### config.mk
export PLATFORM = sky130hd
export DESIGN_NAME = breakpoint_table_interpolator
export DESIGN_NICKNAME = d
export VERILOG_FILES = /design/src/hw/rtl/bti_pkg.sv /design/src/hw/rtl/bti_cell.sv /design/src/hw/rtl/bti_muldiv.sv /design/src/hw/rtl/breakpoint_table_interpolator.sv
export VERILOG_INCLUDE_DIRS = /design/src /design/src/hw/rtl
export SDC_FILE = /design/constraint.sdc
export NUM_CORES = 2
export LEC_CHECK = 0
export ABC_AREA = 1
export BUFFER_PORTS_ARGS = -buffer_cell sky130_fd_sc_hd__buf_2
export CORE_AREA = 4 4 321 639
export CTS_CLUSTER_DIAMETER = 40
export DETAILED_ROUTE_END_ITERATION = 8
export DIE_AREA = 0 0 325 643
export PLACE_DENSITY = 0.6
export SLEW_MARGIN = 20
export SYNTH_ARGS = -nofsm -noshare
export SYNTH_HDL_FRONTEND = slang
export SYNTH_HIERARCHICAL = 1
export SYNTH_SLANG_ARGS = --single-unit
### constraint.sdc
create_clock -name clk -period 12.12 [get_ports clk]
set_input_delay 1.212 -clock clk [delete_from_list [all_inputs] [get_ports clk]]
set_output_delay 1.212 -clock clk [all_outputs]
set_load 0.005 [all_outputs]
### src/hw/rtl/breakpoint_table_interpolator_defines.svh
// Assertion macros for the breakpoint table interpolator.
`ifndef BREAKPOINT_TABLE_INTERPOLATOR_DEFINES_SVH
`define BREAKPOINT_TABLE_INTERPOLATOR_DEFINES_SVH
`ifndef ASSERT_OFF
`define BTI_ASSERT(label, clk, rst_n, prop) \
	label: assert property (@(posedge clk) disable iff (!rst_n) prop) \
		else $error("bti assertion failed");
`define BTI_ASSERT_RST(label, clk, prop) \
	label: assert property (@(posedge clk) prop) \
		else $error("bti reset assertion failed");
`else
`define BTI_ASSERT(label, clk, rst_n, prop)
`define BTI_ASSERT_RST(label, clk, prop)
`endif
`endif

### src/hw/rtl/bti_pkg.sv
// Shared constants and codes of the breakpoint table interpolator.
package bti_pkg;
	localparam int TABLE_DEPTH_DEFAULT = 16;
	localparam int DATA_W = 32;
	localparam int IDX_W = 4;
	localparam int CFG_W = 5;

	localparam logic OP_WRITE = 1'b0;
	localparam logic OP_QUERY = 1'b1;

	localparam logic REG_POINT_COUNT = 1'b0;
	localparam logic REG_CLAMP_ENABLE = 1'b1;
endpackage

### src/hw/rtl/bti_cell.sv
// One breakpoint cell of the rotating table ring.
module bti_cell
	import bti_pkg::*;
(
	input  logic                     clk,
	input  logic                     rot,
	input  logic                     wen,
	input  logic signed [DATA_W-1:0] wx,
	input  logic signed [DATA_W-1:0] wy,
	input  logic signed [DATA_W-1:0] nx,
	input  logic signed [DATA_W-1:0] ny,
	output logic signed [DATA_W-1:0] x,
	output logic signed [DATA_W-1:0] y
);
	logic signed [DATA_W-1:0] x_q, y_q;

	// load from the write port, or take the neighbor's entry on rotation
	always_ff @(posedge clk) begin
		if (wen) begin
			x_q <= wx;
			y_q <= wy;
		end else if (rot) begin
			x_q <= nx;
			y_q <= ny;
		end
	end

	assign x = x_q;
	assign y = y_q;
endmodule

### src/hw/rtl/bti_muldiv.sv
// Shift-add multiply then restoring divide: (a * b) / d, unsigned, one bit per cycle.
module bti_muldiv
	import bti_pkg::*;
(
	input  logic              clk,
	input  logic              arst_n,
	input  logic              start,
	input  logic [DATA_W-1:0] a,
	input  logic [DATA_W-1:0] b,
	input  logic [DATA_W-1:0] d,
	output logic              done,
	output logic [2*DATA_W-1:0] q
);
	localparam int LAST = 3 * DATA_W - 1;
	localparam int CNT_W = $clog2(LAST + 1);

	logic              busy_q, done_q;
	logic [CNT_W-1:0]  cnt_q;
	logic [2*DATA_W-1:0] acc_q;
	logic [DATA_W-1:0] a_q, b_q, d_q, rem_q;
	logic [DATA_W:0]   trial;
	logic              fits;

	assign trial = {rem_q, acc_q[2*DATA_W-1]};
	assign fits = trial >= {1'b0, d_q};

	// control
	always_ff @(posedge clk or negedge arst_n) begin
		if (!arst_n) begin
			busy_q <= 1'b0;
			done_q <= 1'b0;
			cnt_q <= '0;
		end else begin
			done_q <= 1'b0;
			if (start) begin
				busy_q <= 1'b1;
				cnt_q <= '0;
			end else if (busy_q) begin
				cnt_q <= cnt_q + CNT_W'(1);
				if (cnt_q == CNT_W'(LAST)) begin
					busy_q <= 1'b0;
					done_q <= 1'b1;
				end
			end
		end
	end

	// datapath: multiply phase, then divide phase reusing acc as quotient
	always_ff @(posedge clk) begin
		if (start) begin
			acc_q <= '0;
			rem_q <= '0;
			a_q <= a;
			b_q <= b;
			d_q <= d;
		end else if (busy_q) begin
			if (cnt_q < CNT_W'(DATA_W)) begin
				acc_q <= {acc_q[2*DATA_W-2:0], 1'b0}
					+ (b_q[DATA_W-1] ? {{DATA_W{1'b0}}, a_q} : '0);
				b_q <= {b_q[DATA_W-2:0], 1'b0};
			end else begin
				rem_q <= fits ? DATA_W'(trial - {1'b0, d_q}) : trial[DATA_W-1:0];
				acc_q <= {acc_q[2*DATA_W-2:0], fits};
			end
		end
	end

	assign done = done_q;
	assign q = acc_q;
endmodule

### src/hw/rtl/breakpoint_table_interpolator.sv
// Top level of the breakpoint table interpolator: cell ring, search control, arithmetic.
//
// channel | signals                                   | transfer when
// in      | in_valid in_stall op entry_index point_x/y | in_valid && !in_stall
// out     | out_valid out_stall result_y in_range      | out_valid && !out_stall
// cfg     | cfg_we cfg_index cfg_data                  | cfg_we
//
// A write item is taken while idle. A query rotates the cell ring twice (end points,
// then segments), then runs the multiply-divide unit when a segment matched.
// With fewer than two points a query answers without rotating the ring.
// Reset clears control and configuration registers; table cells and datapath registers hold no reset value.
// Input stalls for the whole query; a finished answer waits in ST_DONE while the
// output register still holds a stalled result.
`include "breakpoint_table_interpolator_defines.svh"
module breakpoint_table_interpolator
	import bti_pkg::*;
#(
	parameter int TABLE_DEPTH = TABLE_DEPTH_DEFAULT
) (
	input  logic                     clk,
	input  logic                     arst_n,
	input  logic                     in_valid,
	output logic                     in_stall,
	input  logic                     op,
	input  logic [IDX_W-1:0]         entry_index,
	input  logic signed [DATA_W-1:0] point_x,
	input  logic signed [DATA_W-1:0] point_y,
	output logic                     out_valid,
	input  logic                     out_stall,
	output logic signed [DATA_W-1:0] result_y,
	output logic                     in_range,
	input  logic                     cfg_we,
	input  logic                     cfg_index,
	input  logic [CFG_W-1:0]         cfg_data
);
	localparam int CW = $clog2(TABLE_DEPTH + 1);
	localparam int SW = $clog2(TABLE_DEPTH);
	localparam int RW = DATA_W + 2;

	typedef enum logic [2:0] {ST_IDLE, ST_ENDS, ST_SEGS, ST_CALC, ST_DONE} state_t;

	state_t state_q;
	logic [CFG_W-1:0] point_count_q;
	logic clamp_q;
	logic [CW-1:0] n_q;
	logic [SW-1:0] step_q;
	logic signed [DATA_W-1:0] qx_q, xf_q, yf_q, xl_q, yl_q, y0_q;
	logic [DATA_W-1:0] num_q, den_q, dym_q;
	logic dyneg_q, hit_q, md_start_q;
	logic signed [DATA_W-1:0] res_q;
	logic out_valid_q;
	logic signed [DATA_W-1:0] res_y_q;
	logic res_hit_q;

	logic signed [DATA_W-1:0] cx [TABLE_DEPTH];
	logic signed [DATA_W-1:0] cy [TABLE_DEPTH];
	logic rot, accept, wr, last_step, desc, seg_ok, seg_match;
	logic signed [DATA_W:0] dnum, dden, ddy;
	logic signed [RW-1:0] rsum;
	logic signed [DATA_W-1:0] rsat, clamp_val;
	logic md_done;
	logic [2*DATA_W-1:0] md_q;

	assign accept = in_valid && !in_stall;
	assign wr = accept && (op == OP_WRITE);
	assign rot = (state_q == ST_ENDS) || (state_q == ST_SEGS);
	assign last_step = step_q == SW'(TABLE_DEPTH - 1);

	// ring of cells; cell i takes its entry from cell i+1
	for (genvar i = 0; i < TABLE_DEPTH; i++) begin : g_cell
		bti_cell u_cell (
			.clk(clk),
			.rot(rot),
			.wen(wr && (32'(entry_index) == i)),
			.wx(point_x),
			.wy(point_y),
			.nx(cx[(i + 1) % TABLE_DEPTH]),
			.ny(cy[(i + 1) % TABLE_DEPTH]),
			.x(cx[i]),
			.y(cy[i])
		);
	end

	// segment test on cells 0 and 1, which hold entries step and step+1
	assign desc = xf_q > xl_q;
	assign seg_ok = (CW'(step_q) + CW'(1)) < n_q;
	assign seg_match = desc ? (qx_q <= cx[0] && qx_q > cx[1])
	                        : (qx_q > cx[0] && qx_q <= cx[1]);
	assign dnum = {qx_q[DATA_W-1], qx_q} - {cx[0][DATA_W-1], cx[0]};
	assign dden = {cx[1][DATA_W-1], cx[1]} - {cx[0][DATA_W-1], cx[0]};
	assign ddy = {cy[1][DATA_W-1], cy[1]} - {cy[0][DATA_W-1], cy[0]};

	// end value for an unmatched query
	always_comb begin
		clamp_val = '0;
		if (clamp_q) begin
			if (desc ? (qx_q >= xf_q) : (qx_q <= xf_q))
				clamp_val = yf_q;
			else if (desc ? (qx_q <= xl_q) : (qx_q >= xl_q))
				clamp_val = yl_q;
		end
	end

	// y0 plus or minus quotient, saturated
	assign rsum = dyneg_q ? (RW'(y0_q) - RW'(md_q[DATA_W:0]))
	                      : (RW'(y0_q) + RW'(md_q[DATA_W:0]));
	always_comb begin
		if (rsum > RW'(32'sh7fffffff))
			rsat = 32'sh7fffffff;
		else if (rsum < -RW'(33'sh080000000))
			rsat = 32'sh80000000;
		else
			rsat = rsum[DATA_W-1:0];
	end

	bti_muldiv u_muldiv (
		.clk(clk),
		.arst_n(arst_n),
		.start(md_start_q),
		.a(dym_q),
		.b(num_q),
		.d(den_q),
		.done(md_done),
		.q(md_q)
	);

	// configuration registers
	always_ff @(posedge clk or negedge arst_n) begin
		if (!arst_n) begin
			point_count_q <= '0;
			clamp_q <= 1'b0;
		end else if (cfg_we) begin
			case (cfg_index)
				REG_POINT_COUNT: point_count_q <= cfg_data;
				REG_CLAMP_ENABLE: clamp_q <= cfg_data[0];
				default: ;
			endcase
		end
	end

	// search and result control
	always_ff @(posedge clk or negedge arst_n) begin
		if (!arst_n) begin
			state_q <= ST_IDLE;
			step_q <= '0;
			hit_q <= 1'b0;
			md_start_q <= 1'b0;
			out_valid_q <= 1'b0;
			n_q <= '0;
		end else begin
			md_start_q <= 1'b0;
			// ST_DONE loads the output register itself
			if (out_valid_q && !out_stall && state_q != ST_DONE)
				out_valid_q <= 1'b0;
			case (state_q)
				ST_IDLE: begin
					if (accept && op == OP_QUERY) begin
						qx_q <= point_x;
						step_q <= '0;
						hit_q <= 1'b0;
						res_q <= '0;
						if (32'(point_count_q) > TABLE_DEPTH)
							n_q <= CW'(TABLE_DEPTH);
						else
							n_q <= CW'(point_count_q);
						if (point_count_q < CFG_W'(2))
							state_q <= ST_DONE;
						else
							state_q <= ST_ENDS;
					end
				end
				ST_ENDS: begin
					if (step_q == '0) begin
						xf_q <= cx[0];
						yf_q <= cy[0];
					end
					if ((CW'(step_q) + CW'(1)) == n_q) begin
						xl_q <= cx[0];
						yl_q <= cy[0];
					end
					step_q <= last_step ? '0 : step_q + SW'(1);
					if (last_step)
						state_q <= ST_SEGS;
				end
				ST_SEGS: begin
					if (!hit_q && seg_ok && seg_match) begin
						hit_q <= 1'b1;
						y0_q <= cy[0];
						num_q <= dnum[DATA_W] ? DATA_W'(-dnum) : dnum[DATA_W-1:0];
						den_q <= dden[DATA_W] ? DATA_W'(-dden) : dden[DATA_W-1:0];
						dym_q <= ddy[DATA_W] ? DATA_W'(-ddy) : ddy[DATA_W-1:0];
						dyneg_q <= ddy[DATA_W];
					end
					step_q <= last_step ? '0 : step_q + SW'(1);
					if (last_step) begin
						if (hit_q || (seg_ok && seg_match)) begin
							md_start_q <= 1'b1;
							state_q <= ST_CALC;
						end else begin
							res_q <= clamp_val;
							state_q <= ST_DONE;
						end
					end
				end
				ST_CALC: begin
					if (md_done) begin
						res_q <= rsat;
						state_q <= ST_DONE;
					end
				end
				ST_DONE: begin
					if (!out_valid_q || !out_stall) begin
						out_valid_q <= 1'b1;
						res_y_q <= res_q;
						res_hit_q <= hit_q;
						state_q <= ST_IDLE;
					end
				end
				default: state_q <= ST_IDLE;
			endcase
		end
	end

	assign in_stall = state_q != ST_IDLE;
	assign out_valid = out_valid_q;
	assign result_y = res_y_q;
	assign in_range = res_hit_q;

	`BTI_ASSERT(a_done_in_calc, clk, arst_n, md_done |-> state_q == ST_CALC)
	`BTI_ASSERT(a_segs_follow_ends, clk, arst_n, (state_q == ST_SEGS && step_q == '0) |-> $past(rot))
	`BTI_ASSERT(a_ring_home, clk, arst_n, state_q == ST_IDLE |-> step_q == '0)
endmodule
* After elaboration in Yosys (flattened, before gate mapping)
Cells that the tools add are included. Widths: inputs -> output; s select.
Cells by class: add/sub/neg operators 13, magnitude comparators 16, eq/ne operators 30, multiplexer cells 116, bitwise gates (word level) 3, reduce and logical (&&, ||, !) cells 73
Operators with widths (number):
- $mux 32 | 81
- $le 32x32->1 | 4
- $sub 32x32->33 | 3
- $gt 32x32->1 | 3
- $neg 32->32 | 3
- $pmux 32 s3 | 1
- $add 64x64->64 | 1
- $ge 32x32->1 | 2
- $mux 64 | 1
- $reduce_bool 2->1 | 20
- $eq 4x4->1 const B | 9
- $add 34x33->34 | 1
- $gt 34x32->1 const B | 1
- $lt 34x32->1 const B | 1
- $mux 34 | 1
- $sub 34x33->34 | 1
- $ge 33x32->1 | 1
- $sub 32x32->32 | 1
- $logic_and 1x1->1 | 26
- $mux 3 | 7
- $reduce_and 3->1 | 6
- $mux 1 | 17
- $eq 4x3->1 const B | 4
- $pmux 3 s5 | 1
- other kinds (32) | 55
Storage, ports and cells: bits in registers 1600, input bits 80, output and inout bits 35, word-level logic and storage cells 312

* Logic depth before layout (Yosys ltp)
depth after elaboration 8, mapped depth 29, gate-level depth less buffers 27

* Cells and area by module
Netlist, hierarchy kept.
By module, submodules not included:
- bti_cell | instances 16, cells an instance 271, area each 2755.1 um^2, seq. area each 1921.8 um^2
- breakpoint_table_interpolator | instances 1, cells an instance 3979, area each 29744.8 um^2, seq. area each 11155.7 um^2
- bti_muldiv | instances 1, cells an instance 2173, area each 14028.5 um^2, seq. area each 5029.8 um^2

* Worst setup path after synthesis
Ideal clock, no wire load.
path type input to register, start point input port arst_n, end point register xl_q[0] (enable), setup time 0.667 ns, data arrival time 7.867 ns, required time 11.453 ns, slack 3.586 ns, stages on the path 2, buffers on the path 0, cells stage by stage nand2_1 -> nor4b_1
Between the ends: word-level cells in the longest chain between the ends 1
Ends and longest elaborated chain:
- from (decl) | line breakpoint_table_interpolator.sv:21 | input logic arst_n,
- $reduce_and 3->1 (no source line)
- to (signal assigned) | line breakpoint_table_interpolator.sv:178 | xl_q <= cx[0];
- to (decl) | line breakpoint_table_interpolator.sv:47 | logic signed [DATA_W-1:0] qx_q, xf_q, yf_q, xl_q, yl_q, y0_q;
No other way between the ends. A chain may end at the register's enable or synchronous reset.

* Worst setup path in the final report
start point register g_cell[0].u_cell.x_q[0], end point register dym_q[14] (enable)
Between the ends: word-level cells in the longest chain between the ends 5, elaborated cells between the ends (all ways) 7, those cells by class order compare: 2; mux: 1; reduce/logical: 4
Ends and longest elaborated chain:
- from (decl) | line bti_cell.sv:15 | logic signed [DATA_W-1:0] x_q, y_q;
- from (signal assigned) | line bti_cell.sv:20 | x_q <= wx;
- from (signal assigned) | line bti_cell.sv:23 | x_q <= nx;
- $gt 32x32->1 or $le 32x32->1 (tied branches) | line breakpoint_table_interpolator.sv:88, breakpoint_table_interpolator.sv:87
- $logic_and 1x1->1, on equally long branches | line breakpoint_table_interpolator.sv:88, breakpoint_table_interpolator.sv:87
- $mux 1 * | line breakpoint_table_interpolator.sv:87 | assign seg_match = desc ? (qx_q <= cx[0] && qx_q > cx[1])
- $logic_and 1x1->1 * | line breakpoint_table_interpolator.sv:186 | if (!hit_q && seg_ok && seg_match) begin
- $reduce_and 3->1 (no source line) *
- to (signal assigned) | line breakpoint_table_interpolator.sv:191 | dym_q <= ddy[DATA_W] ? DATA_W'(-ddy) : ddy[DATA_W-1:0];
- to (decl) | line breakpoint_table_interpolator.sv:48 | logic [DATA_W-1:0] num_q, den_q, dym_q;
Mark *: on every way between the ends. The rest lies on a longest branch, timed or not.

==> results.yml <==
outcome:
  outcome: "complete, no violations"
synth:
  synthXorXnorAreaFrac: 0.0185
  synth_seq_cells: 1600
  synth_ff_type: "edfxtp_1"
  synth-edff-count: 1474
  synth_fp_nets: 10906
  yosysWarnings: 6
  synthCells: 10488
  synth-simple-area-share: 0.289
  async_reset_ff_frac: 0.0188
  synth_area_per_cell_um2: 8.38
  yosysSeqAreaShare: 0.534
  syn_area_um2: 87900
  ys_types: 66
  synthAdderAreaFrac: 0.0486
  synth.mux.area_fraction: 0.000128
  synth_compound_area_frac: 0.0425
  synth_top_family_by_area: "simple AND/OR/NAND/NOR gates"
run:
  drv_cap: 0
pwr:
  power_mw: 29.4
  p_leak_nw: 43.8
  peakVddDrop_mv: 0.280
  powerDensity_nw_per_um2: 307
setup_path:
  crit_path_start: "g_cell[0].u_cell/x[0]"
  r2r_setup_slack_ps: 6830
  r2r-end: "dym_q[14]"
  cp.required_ps: 12530
  crit_path_end_kind: "register"
  cp-start-kind: "register"
  crit_path_end: "dym_q[14]"
  r2r_cells: 15
  path_class: "register to register"
  critPathMaxFanout: 66
  cp.arrival_ps: 5700
  regToRegStartpoint: "g_cell[0].u_cell/x[0]"
clock_network:
  post_cts_buffers: 0
  htreeDepth: 4
  clockBufferDepth: 4
  cts_root_buffer: "clkbuf_16"
  clk_latency_ps: 840
  cts_buffers: 175
  cts.clk_slew.worst_paths_ps: 70
  cts.sinks: 1600
  tritoncts: "yes"
  hold_buffers: 0
  cts_repair_resize_count: 0
routing:
  drt_iter0_drc: 4339
  routed_wl_mm: 270
  first_pass_iters: 6
  remaining_drc_errors: 0
  vias_per_cell: 5.16
  num_vias: 68341
  ant_nets: 0
  avgRoutedWirePerCell_um: 20.4
timing:
  setup-violations-final: 0
  drv_slew: 0
  post-route-min-period_ps: 5290
  hold_ws_ps: 411
  setup_slack_ps: 6830
  fin_crit_sh: 0.436
  rsz0062_at_grt: "no"
  hold_violations: 0
  max_slew_margin: 0.235
  clock.fmax_mhz: 189
  worstMarginPinSlew_ps: 1140
  skew_ps: 74.4
  tns_ps: 0
cells_and_area:
  layout_common_cells: "5,100 x nand2_1, 1,474 x edfxtp_1, 953 x inv_1"
  area_delta_synth_final_pct: 9.08
  n_fill_cell: 19109
  mostFrequentLayoutCell: "nand2_1"
  fin_area_um2: 95800
  final_layout_size_suffix_gt1_frac: 0.0608
  layout.nets: 10960
placement:
  hpwl_mm: 207
  numPortBuffers: 114
  pre_cts_ws_ps: 6900
  globalplace.congestion: 1.02
  dpl_cell_area_um2: 90200
global_routing:
  antenna_found_initial: 3
  gr-total-overflow: 0
  grt_max_degree: 73
  grt_pass1_vias: 68178
  gr-usage-all-layers: 0.253
  grt_pass1_wl_mm: 408
floorplanning:
  rows: 232
  io-pin-count: 115
  floorplan.initialDensity: 0.440
  chipHeight_um: 643
  dieArea_um2: 209000
  chipWidth_um: 325
  core_area_um2: 200000
min_path:
  hold_path_class: "register to register"
cell type report:
class	count	area [um2]	area share
tap	2574	3220	0.0336
multi-input combinational	7587	35300	0.368
clock inverter	99	940	0.00981
inverter	1002	3770	0.0394
sequential	1600	46900	0.490
antenna	1	2.50	0.0000261
clock buffer	202	4620	0.0482
timing repair buffer	176	1060	0.0110
per-layer routing:
layer,GRT usage,wire length (um),vias up
li1,-,-,33941
met1,0.264,96500,31892
met2,0.486,145000,1834
met3,0.0241,9620,670
met4,0.152,19100,4
met5,0,27,-
worst max-delay path: stages (launching register included):
cell and delay (ps):
edfxtp_1 510, ha_1 560, inv_1 230, nor3_1 660
nand4_1 350, nand2_1 160, nand2_1 70, nand2_1 120
nand3_1 90, nand2_1 140, nand3_1 140, nor2_1 120
nand2_1 100, nor2_4 90, buf_4 610, buf_4 770
cells in the mapped netlist (6+ instances only):
cell type / count / area (um2)
o21ai_2: 11 / 96.3
nand2_1: 5100 / 19100
o21bai_1: 24 / 180
a21oi_1: 333 / 1670
nor3_2: 8 / 80.1
ha_1: 332 / 4150
o21ai_0: 199 / 996
a21o_1: 9 / 67.6
nand3b_1: 29 / 218
nand4_1: 107 / 669
o211ai_1: 6 / 45.0
dfrtp_1: 30 / 751
dfxtp_1: 96 / 1920
nor4_1: 30 / 188
nor3_1: 77 / 385
nand3_2: 6 / 60.1
nand2_2: 36 / 225
edfxtp_1: 1474 / 44300
o22ai_1: 6 / 37.5
buf_2: 140 / 701
inv_2: 47 / 176
nand3_1: 377 / 1890
xnor2_1: 44 / 385
or2_2: 21 / 131
o21ai_1: 25 / 125
nor2_2: 23 / 144
nor2_1: 551 / 2070
buf_6: 104 / 1170
xor2_1: 125 / 1090
clkbuf_1: 46 / 173
and2_1: 6 / 37.5
fa_1: 6 / 120
inv_1: 954 / 3580
a21oi_2: 7 / 61.3
a31oi_1: 32 / 200
through the flow:
stage,std cells,utilization
after global placement,12938,0.452
after CTS,13239,0.480
final,13241,0.480
after global routing,13241,0.480
after floorplan,10488,-
after detailed placement,12938,0.452
report_power, final:
| part | internal [mW] | switching (mW) | total (mW) |
|---|---|---|---|
| logic | 3.61 | 9.50 | 13.1 |
| clock network | 2.99 | 2.28 | 5.27 |
| registers | 9.83 | 1.19 | 11.0 |
cells by family after synthesis:
| family | after synthesis |
|---|---|
| compound gates | 681 |
| buf+inv | 1301 |
| xor+xnor | 178 |
| simple gates | 6389 |
| fa+ha+maj | 338 |
| mux | 1 |
| flops | 1600 |
worst min path at each step:
stage	slack [ps]	cells after the start	endpoint	start
2_1_floorplan	400	0	result_y[0]	res_q[0]
3_3_place_gp	400	0	u_muldiv/d_q[10]	den_q[10]
3_5_place_dp	400	0	u_muldiv/a_q[17]	dym_q[17]
4_1_cts	410	0	u_muldiv/d_q[27]	den_q[27]
5_1_grt	420	0	u_muldiv/d_q[27]	den_q[27]
6_report	410	0	u_muldiv/d_q[23]	den_q[23]
No activity file was read; power rests on OpenSTA's default activity.
